==> config.mk <==
export PLATFORM = sky130hd
export DESIGN_NAME = radial_distortion_inverse_core
export DESIGN_NICKNAME = d
export VERILOG_FILES = /design/src/rtl/core/rdi_pkg.sv /design/src/rtl/core/rdi_muldiv.sv /design/src/rtl/core/radial_distortion_inverse_core.sv
export SDC_FILE = /design/constraint.sdc
export NUM_CORES = 2
export LEC_CHECK = 0
export BUFFER_PORTS_ARGS = -buffer_cell sky130_fd_sc_hd__buf_4
export CAP_MARGIN = 20
export CORE_ASPECT_RATIO = 1.25
export CORE_MARGIN = 1.5
export CORE_UTILIZATION = 50
export DETAILED_ROUTE_END_ITERATION = 12
export PLACE_DENSITY = 0.68
export SYNTH_ARGS = -nofsm -noshare
export SYNTH_HDL_FRONTEND = slang
export SYNTH_SLANG_ARGS = --single-unit
==> constraint.sdc <==
create_clock -name clk -period 9.8 [get_ports clk]
set_input_delay 0.98 -clock clk [delete_from_list [all_inputs] [get_ports clk]]
set_output_delay 0.98 -clock clk [all_outputs]
set_load 0.02 [all_outputs]
==> src/rtl/core/rdi_pkg.sv <==
// Shared types and constants for the radial distortion inverse core.
// No dependencies.
package rdi_pkg;

	localparam int MAX_ITERATIONS = 16;
	localparam int ITER_W = $clog2(MAX_ITERATIONS + 1);

	localparam logic signed [27:0] EST_MAX = 28'sd33554431;
	// ceil(2^36/9) and ceil(2^36/10): exact floor division for operands below 2^28
	localparam logic [63:0] START_RECIP_UP = 64'd7635497416;
	localparam logic [63:0] START_RECIP_DN = 64'd6871947674;

	localparam logic [23:0] RST_QUAD = 24'd983040;
	localparam logic [23:0] RST_QUART = 24'd6553600;
	localparam logic [15:0] RST_TOL = 16'd419;

	localparam logic [1:0] CFG_QUAD = 2'd0;
	localparam logic [1:0] CFG_QUART = 2'd1;
	localparam logic [1:0] CFG_TOL = 2'd2;

	typedef enum logic {MD_MUL, MD_DIV} md_op_t;

	typedef struct packed {
		logic   start;
		md_op_t op;
	} md_req_t;

	typedef struct packed {
		logic busy;
		logic done;
	} md_sts_t;

endpackage

==> src/rtl/core/rdi_muldiv.sv <==
// Shared sequential unit: shift-add multiply and restoring divide, one bit a cycle.
// Depends on rdi_pkg.
module rdi_muldiv import rdi_pkg::*; (
	input  logic        clk,
	input  logic        arst_n,
	input  md_req_t     req,
	input  logic [63:0] opnd_a,
	input  logic [63:0] opnd_b,
	output md_sts_t     sts,
	output logic [63:0] result
);

	logic        busy_q;
	logic        done_q;
	md_op_t      op_q;
	logic [63:0] acc_q;
	logic [63:0] opa_q;
	logic [63:0] opb_q;
	logic [5:0]  cnt_q;
	logic [64:0] shifted;
	logic [64:0] trial;

	always_comb begin
		shifted = {acc_q, opa_q[63]};
		trial = shifted - {1'b0, opb_q};
	end

	always_ff @(posedge clk or negedge arst_n) begin
		if (!arst_n) begin
			busy_q <= 1'b0;
			done_q <= 1'b0;
			op_q <= MD_MUL;
			cnt_q <= '0;
		end else begin
			done_q <= 1'b0;
			if (req.start) begin
				busy_q <= 1'b1;
				op_q <= req.op;
				cnt_q <= 6'd63;
			end else if (busy_q) begin
				case (op_q)
					MD_MUL: begin
						if (opb_q[63:1] == '0) begin
							busy_q <= 1'b0;
							done_q <= 1'b1;
						end
					end
					MD_DIV: begin
						cnt_q <= cnt_q - 6'd1;
						if (cnt_q == '0) begin
							busy_q <= 1'b0;
							done_q <= 1'b1;
						end
					end
					default: busy_q <= 1'b0;
				endcase
			end
		end
	end

	always_ff @(posedge clk) begin
		if (req.start) begin
			acc_q <= '0;
			opa_q <= opnd_a;
			opb_q <= opnd_b;
		end else if (busy_q) begin
			if (op_q == MD_MUL) begin
				if (opb_q[0]) acc_q <= acc_q + opa_q;
				opa_q <= {opa_q[62:0], 1'b0};
				opb_q <= {1'b0, opb_q[63:1]};
			end else begin
				if (!trial[64]) begin
					acc_q <= trial[63:0];
					opa_q <= {opa_q[62:0], 1'b1};
				end else begin
					acc_q <= shifted[63:0];
					opa_q <= {opa_q[62:0], 1'b0};
				end
			end
		end
	end

	assign sts = '{busy: busy_q, done: done_q};
	assign result = (op_q == MD_MUL) ? acc_q : opa_q;

endmodule

==> src/rtl/core/radial_distortion_inverse_core.sv <==
// Top level: secant search for the undistorted lens radius.
// Depends on rdi_pkg and rdi_muldiv.
//
//  channel  dir  handshake            payload
//  in       in   in_valid/in_stall    distorted_radius
//  out      out  out_valid/out_stall  undistorted_radius, converged
//  cfg      in   cfg_we               cfg_index, cfg_data
//
// One beat at a time; every multiply and divide runs on the one bit-serial unit.
// Startup runs two reciprocal multiplies and the first distortion; each secant
// step then runs six multiplies and a divide. Reset restores coefficient and
// tolerance defaults. in_stall is high while busy; a finished result waits in
// the output register without blocking the next beat.
module radial_distortion_inverse_core import rdi_pkg::*; (
	input  logic        clk,
	input  logic        arst_n,
	input  logic        in_valid,
	output logic        in_stall,
	input  logic [23:0] distorted_radius,
	output logic        out_valid,
	input  logic        out_stall,
	output logic [23:0] undistorted_radius,
	output logic        converged,
	input  logic        cfg_we,
	input  logic [1:0]  cfg_index,
	input  logic [23:0] cfg_data
);

	typedef enum logic [3:0] {
		ST_IDLE, ST_R0, ST_R1, ST_DS, ST_DT, ST_DA, ST_DB, ST_DP,
		ST_CHECK, ST_NUM, ST_DIV, ST_OUT
	} state_t;

	state_t state_q;

	logic [23:0] quad_q;
	logic [23:0] quart_q;
	logic [15:0] tol_q;

	md_req_t     req_q;
	logic [63:0] opa_q;
	logic [63:0] opb_q;
	md_sts_t     sts;
	logic [63:0] res;

	logic [23:0]        rad_q;
	logic signed [25:0] r0_q;
	logic signed [25:0] r1_q;
	logic signed [33:0] d0_q;
	logic signed [33:0] d1_q;
	logic [34:0]        den_q;
	logic               neg_q;
	logic               sgn_q;
	logic [24:0]        m_q;
	logic [27:0]        s_q;
	logic [33:0]        t_q;
	logic [36:0]        f_q;
	logic               ret_q;
	logic [ITER_W-1:0]  iter_q;
	logic               conv_q;
	logic               out_valid_q;
	logic [23:0]        out_rad_q;
	logic               out_conv_q;

	logic signed [26:0] diff;
	logic [26:0]        diff_m;
	logic [24:0]        r1_m;
	logic [42:0]        fsum;
	logic [37:0]        fsat;
	logic [31:0]        psat;
	logic signed [33:0] dnew;
	logic [33:0]        dnew_m;
	logic signed [34:0] den;
	logic [34:0]        den_m;
	logic [25:0]        qsat;
	logic signed [27:0] rnext;
	logic signed [27:0] rclamp;
	logic [23:0]        rsat;
	logic [27:0]        rad10;
	logic [27:0]        rad9;

	rdi_muldiv u_muldiv (
		.clk    (clk),
		.arst_n (arst_n),
		.req    (req_q),
		.opnd_a (opa_q),
		.opnd_b (opb_q),
		.sts    (sts),
		.result (res)
	);

	always_comb begin
		rad10 = {1'b0, distorted_radius, 3'b0} + {3'b0, distorted_radius, 1'b0};
		rad9 = {1'b0, rad_q, 3'b0} + {4'b0, rad_q};
		diff = {r1_q[25], r1_q} - {r0_q[25], r0_q};
		diff_m = diff[26] ? 27'(-diff) : diff;
		r1_m = r1_q[25] ? 25'(-r1_q) : r1_q[24:0];
		fsum = {6'b0, f_q} + {1'b0, res[57:16]};
		fsat = (fsum[42:38] != '0) ? '1 : fsum[37:0];
		psat = (res[62:54] != '0) ? '1 : res[53:22];
		dnew = sgn_q ? ({10'b0, rad_q} + {2'b0, psat}) : ({10'b0, rad_q} - {2'b0, psat});
		dnew_m = dnew[33] ? 34'(-dnew) : dnew;
		den = {dnew[33], dnew} - {d0_q[33], d0_q};
		den_m = den[34] ? 35'(-den) : den;
		// any step this large already lands past the estimate limit
		qsat = (res[63:26] != '0) ? '1 : res[25:0];
		rnext = neg_q ? ({{2{r1_q[25]}}, r1_q} + {2'b0, qsat})
		              : ({{2{r1_q[25]}}, r1_q} - {2'b0, qsat});
		if (rnext > EST_MAX) rclamp = EST_MAX;
		else if (rnext < -EST_MAX) rclamp = -EST_MAX;
		else rclamp = rnext;
		if (r1_q[25]) rsat = '0;
		else if (r1_q[24]) rsat = '1;
		else rsat = r1_q[23:0];
	end

	always_ff @(posedge clk or negedge arst_n) begin
		if (!arst_n) begin
			quad_q <= RST_QUAD;
			quart_q <= RST_QUART;
			tol_q <= RST_TOL;
		end else if (cfg_we) begin
			case (cfg_index)
				CFG_QUAD:  quad_q <= cfg_data;
				CFG_QUART: quart_q <= cfg_data;
				CFG_TOL:   tol_q <= cfg_data[15:0];
				default:   ;
			endcase
		end
	end

	always_ff @(posedge clk or negedge arst_n) begin
		if (!arst_n) begin
			state_q <= ST_IDLE;
			req_q <= '{start: 1'b0, op: MD_MUL};
			iter_q <= '0;
			ret_q <= 1'b0;
			conv_q <= 1'b0;
			out_valid_q <= 1'b0;
		end else begin
			if (req_q.start) req_q.start <= 1'b0;
			if (out_valid_q && !out_stall && state_q != ST_OUT) out_valid_q <= 1'b0;
			case (state_q)
				ST_IDLE: begin
					if (in_valid) begin
						rad_q <= distorted_radius;
						iter_q <= '0;
						req_q <= '{start: 1'b1, op: MD_MUL};
						opa_q <= {36'b0, rad10};
						opb_q <= START_RECIP_UP;
						state_q <= ST_R0;
					end
				end
				ST_R0: begin
					if (sts.done) begin
						r0_q <= res[61:36];
						req_q <= '{start: 1'b1, op: MD_MUL};
						opa_q <= {36'b0, rad9};
						opb_q <= START_RECIP_DN;
						state_q <= ST_R1;
					end
				end
				ST_R1: begin
					if (sts.done) begin
						r1_q <= res[61:36];
						ret_q <= 1'b0;
						sgn_q <= r0_q[25];
						m_q <= r0_q[24:0];
						req_q <= '{start: 1'b1, op: MD_MUL};
						opa_q <= {39'b0, r0_q[24:0]};
						opb_q <= {39'b0, r0_q[24:0]};
						state_q <= ST_DS;
					end
				end
				ST_DS: begin
					if (sts.done) begin
						s_q <= res[49:22];
						req_q <= '{start: 1'b1, op: MD_MUL};
						opa_q <= {36'b0, res[49:22]};
						opb_q <= {36'b0, res[49:22]};
						state_q <= ST_DT;
					end
				end
				ST_DT: begin
					if (sts.done) begin
						t_q <= res[55:22];
						req_q <= '{start: 1'b1, op: MD_MUL};
						opa_q <= {40'b0, quad_q};
						opb_q <= {36'b0, s_q};
						state_q <= ST_DA;
					end
				end
				ST_DA: begin
					if (sts.done) begin
						f_q <= 37'(res[51:16]) + 37'(1 << 22);
						req_q <= '{start: 1'b1, op: MD_MUL};
						opa_q <= {40'b0, quart_q};
						opb_q <= {30'b0, t_q};
						state_q <= ST_DB;
					end
				end
				ST_DB: begin
					if (sts.done) begin
						req_q <= '{start: 1'b1, op: MD_MUL};
						opa_q <= {26'b0, fsat};
						opb_q <= {39'b0, m_q};
						state_q <= ST_DP;
					end
				end
				ST_DP: begin
					if (sts.done) begin
						if (!ret_q) begin
							d0_q <= dnew;
							state_q <= ST_CHECK;
						end else begin
							d1_q <= dnew;
							den_q <= den_m;
							neg_q <= dnew[33] ^ diff[26] ^ den[34];
							if (den == '0) begin
								conv_q <= 1'b0;
								state_q <= ST_OUT;
							end else begin
								req_q <= '{start: 1'b1, op: MD_MUL};
								opa_q <= {30'b0, dnew_m};
								opb_q <= {37'b0, diff_m};
								state_q <= ST_NUM;
							end
						end
					end
				end
				ST_CHECK: begin
					if (diff_m <= {11'b0, tol_q}) begin
						conv_q <= 1'b1;
						state_q <= ST_OUT;
					end else if (iter_q == ITER_W'(MAX_ITERATIONS)) begin
						conv_q <= 1'b0;
						state_q <= ST_OUT;
					end else begin
						ret_q <= 1'b1;
						sgn_q <= r1_q[25];
						m_q <= r1_m;
						req_q <= '{start: 1'b1, op: MD_MUL};
						opa_q <= {39'b0, r1_m};
						opb_q <= {39'b0, r1_m};
						state_q <= ST_DS;
					end
				end
				ST_NUM: begin
					if (sts.done) begin
						req_q <= '{start: 1'b1, op: MD_DIV};
						opa_q <= res;
						opb_q <= {29'b0, den_q};
						state_q <= ST_DIV;
					end
				end
				ST_DIV: begin
					if (sts.done) begin
						r0_q <= r1_q;
						r1_q <= rclamp[25:0];
						d0_q <= d1_q;
						iter_q <= iter_q + ITER_W'(1);
						state_q <= ST_CHECK;
					end
				end
				ST_OUT: begin
					if (!out_valid_q || !out_stall) begin
						out_valid_q <= 1'b1;
						out_rad_q <= rsat;
						out_conv_q <= conv_q;
						state_q <= ST_IDLE;
					end
				end
				default: state_q <= ST_IDLE;
			endcase
		end
	end

	assign in_stall = (state_q != ST_IDLE);
	assign out_valid = out_valid_q;
	assign undistorted_radius = out_rad_q;
	assign converged = out_conv_q;

	a_no_start_busy: assert property (@(posedge clk) disable iff (!arst_n)
		req_q.start |-> !sts.busy)
		else $error("muldiv started while busy");

	a_busy_after_accept: assert property (@(posedge clk) disable iff (!arst_n)
		in_valid && !in_stall |=> in_stall)
		else $error("accepted beat did not stall input");

	a_iter_cap: assert property (@(posedge clk) disable iff (!arst_n)
		iter_q <= ITER_W'(MAX_ITERATIONS))
		else $error("iteration count past cap");

endmodule

==> results_dict.tcl <==
set metrics [dict create \
    status "finished clean" \
    syn_area_um2 52100 \
    p_per_area_nw_per_um2 316 \
    dieArea_um2 106000 \
    avgRoutedWirePerCell_um 28.3 \
    clkTransAtPathRegs_ns 0.06 \
    synth_cell_type_count 104 \
    die_h_um 364 \
    power_frac_comb 0.562 \
    pin_count 82 \
    initial_core_util 0.504 \
    synthCells 5734 \
    tns_ns 0 \
    crit_required_ns 10.19 \
    hold_viol_final 0 \
    drive_gt1_frac 0.108 \
    layout-area-overhead-vs-synth_pct 10.2 \
    grt_pass1_wl_mm 295 \
    drtIter0Drc 5447 \
    die_w_um 292 \
    finalCritPeriodShare 0.956 \
    synth_top_cell_area_share 0.304 \
    dp_hpwl_mm 158 \
    seq_power_share 0.267 \
    first_pass_iters 6 \
    drtAntennaViolNets 0 \
    via_per_inst 6.63 \
    cts_tree "yes" \
    peakVddDrop_v 0.000154 \
    worst_slack_ns 0.432 \
    r2r-start "u_muldiv.opa_q[57]" \
    yosys-top-cells-count "edfxtp_1, nor2_1, a21oi_1, nand2_1, o21ai_0" \
    drc 0 \
    fmax_mhz 107 \
    critPathArrivalTime_ns 9.76 \
    core-area_um2 104000 \
    antenna_found_initial 15 \
    clkLatencyLatePin_ns 0.69 \
    cts_buffers 77 \
    layout.nets 6196 \
    crit_type "reg2reg" \
    reg2regPathDepth 27 \
    vias 47600 \
    slowest_stage "or4b_1" \
    slowest_delay_ns 0.59 \
    wirelength_mm 204 \
    synth_most_common_cell "edfxtp_1" \
    place_area_um2 54700 \
    grt_pass1_vias 44800 \
    grt-ovfl-total 0 \
    finClkSkew_ns 0.0319 \
    reg2reg_to "opb_q[4]" \
    portBuffers 81 \
    synth_ff_type "edfxtp_1" \
    startpoint_type "register" \
    finalMaxSlewViolations 0 \
    finalWeightedCongestion 1.06 \
    clkSinkCount 679 \
    async_reset_ff_frac 0.128 \
    antenna-diode-count 0 \
    synth_edf_count 528 \
    drv_cap 0 \
    cts.path.max_buffers 3 \
    power.share.switching 0.476 \
    syn_avg_cell_area_um2 9.09 \
    fin_crit_ns 9.37 \
    ys_seq_area_frac 0.371 \
    totalPowerFinal_uw 18200 \
    cts_hold_buf 0 \
    setup_viol 0 \
    fillCellCount 9329 \
    intPower_uw 9520 \
    ys_ff_latch 679 \
    rrSetupSlack_ns 0.43 \
    tightestPinTransition_ns 1.17 \
    grt_use_total 0.375 \
    dpl_worst_slack_ns 0.348 \
    clockPowerShare 0.171 \
    p_switching_uw 8640 \
    max-slew-margin-rel 0.200 \
    yosysWarnings 0 \
    endpoint_kind "register" \
    synth.area.top_cells "edfxtp_1, ha_1, a21oi_1" \
    synth_area_leader_cell "edfxtp_1" \
    grt_max_degree 75 \
    root_buffer "clkbuf_16" \
    critPathMaxFanout 55 \
    synthesis.nets 6143 \
    rows 132 \
    final_cell_area_um2 57500 \
    p_leak_uw 0.0230 \
    htree_num_levels 3 \
    min_path_type "in2async" \
    finalHoldWorstSlack_ns 0.216 \
]
## power by group through the flow
stage	Clock [µW]	Sequential (µW)	Combinational, µW
floorplan	0	4490	6600
global placement	0	4860	9700
detailed placement	0	4870	9750
CTS	3110	4820	9830
global route	3230	4910	10800
finish	3100	4850	10200
## worst max-delay path by stage
stage | startpoint | end | depth (start not counted)
after global routing | u_muldiv.opa_q[57] | opb_q[4] | 30
after global placement | u_muldiv.opa_q[57] | opb_q[3] | 29
after floorplan | u_muldiv.op_q | opa_q[0] | 33
after CTS | u_muldiv.opa_q[57] | opb_q[4] | 27
after detailed placement | u_muldiv.opa_q[57] | opb_q[3] | 27
final | u_muldiv.opa_q[57] | opb_q[4] | 27
## per-stage QoR
step	utilization	instances
CTS	0.554	7184
global placement	0.529	7042
detailed placement	0.529	7043
floorplan	-	5734
finish	0.555	7189
global route	0.555	7189
## metal layers
layer  vias up  global-route usage  part of all wire
met5         -                   0           0.00075
met4        16               0.261             0.079
met3       583              0.0765             0.097
met2      2525               0.589              0.44
met1     23000               0.463              0.38
li1      21500                   -                 -
## cell type report
cell class,instances,area (µm²),share of cell area
clock buffers,96,2070,0.0360
repair buffers,237,1830,0.0318
inverters,306,1150,0.0200
multi-input cells,4486,30800,0.537
flip-flops and latches,679,19300,0.337
well taps,1340,1680,0.0292
clock inverters,45,567,0.00986
## state kept, by name (all words and copies together) (netlist names), 34 cells and up
| signal | count |
|---|---|
| opa_q | 64 |
| u_muldiv.opb_q | 35 |
| u_muldiv.acc_q | 64 |
| d1_q | 34 |
| d0_q | 34 |
| opb_q | 35 |
| u_muldiv.opa_q | 64 |
| den_q | 35 |
| t_q | 34 |
| f_q | 37 |
## cells in the final DEF (no fill, tap or decap), drive strengths merged, types with 62 or more instances in the layout
cell type / instances
nor2: 527
mux2i: 95
inv: 313
mux2: 159
xor2: 154
dfrtp: 75
edfxtp: 528
dfxtp: 64
nor3: 121
nand3: 135
xnor2: 240
a21o: 184
nand2b: 62
nand2: 416
buf: 236
clkbuf: 97
a211oi: 74
o21ai: 377
o21a: 91
ha: 344
nand4: 72
a21oi: 463
## what timing repair did
item	4_1_cts	5_1_grt
setup endpoints to repair	0	99
buffers inserted	0	1
gates resized for setup	0	3
## logic make-up (layout without fill, tap and decap cells)
group / count (synthesis) / in the layout / synth area share
compound gates: 1757 / 1757 / 0.222
xor+xnor: 394 / 394 / 0.0663
mux: 254 / 254 / 0.0526
simple gates: 1727 / 1727 / 0.161
fa+ha+maj: 354 / 354 / 0.0864
buf+inv: 569 / 684 / 0.0415
flops: 679 / 679 / 0.371
## critical path, delay by kind of cell (launching register included)
family,cells,cell delay [ns]
and+or+nand+nor,17,5.40
xor gates and xnor gates,1,0.13
DFF,1,0.44
buffers and inverters,3,0.71
AOI/OAI and AO/OA,4,1.37
adders and majority gates,2,1.00
Note: power is estimated with default switching activity, not from simulation.
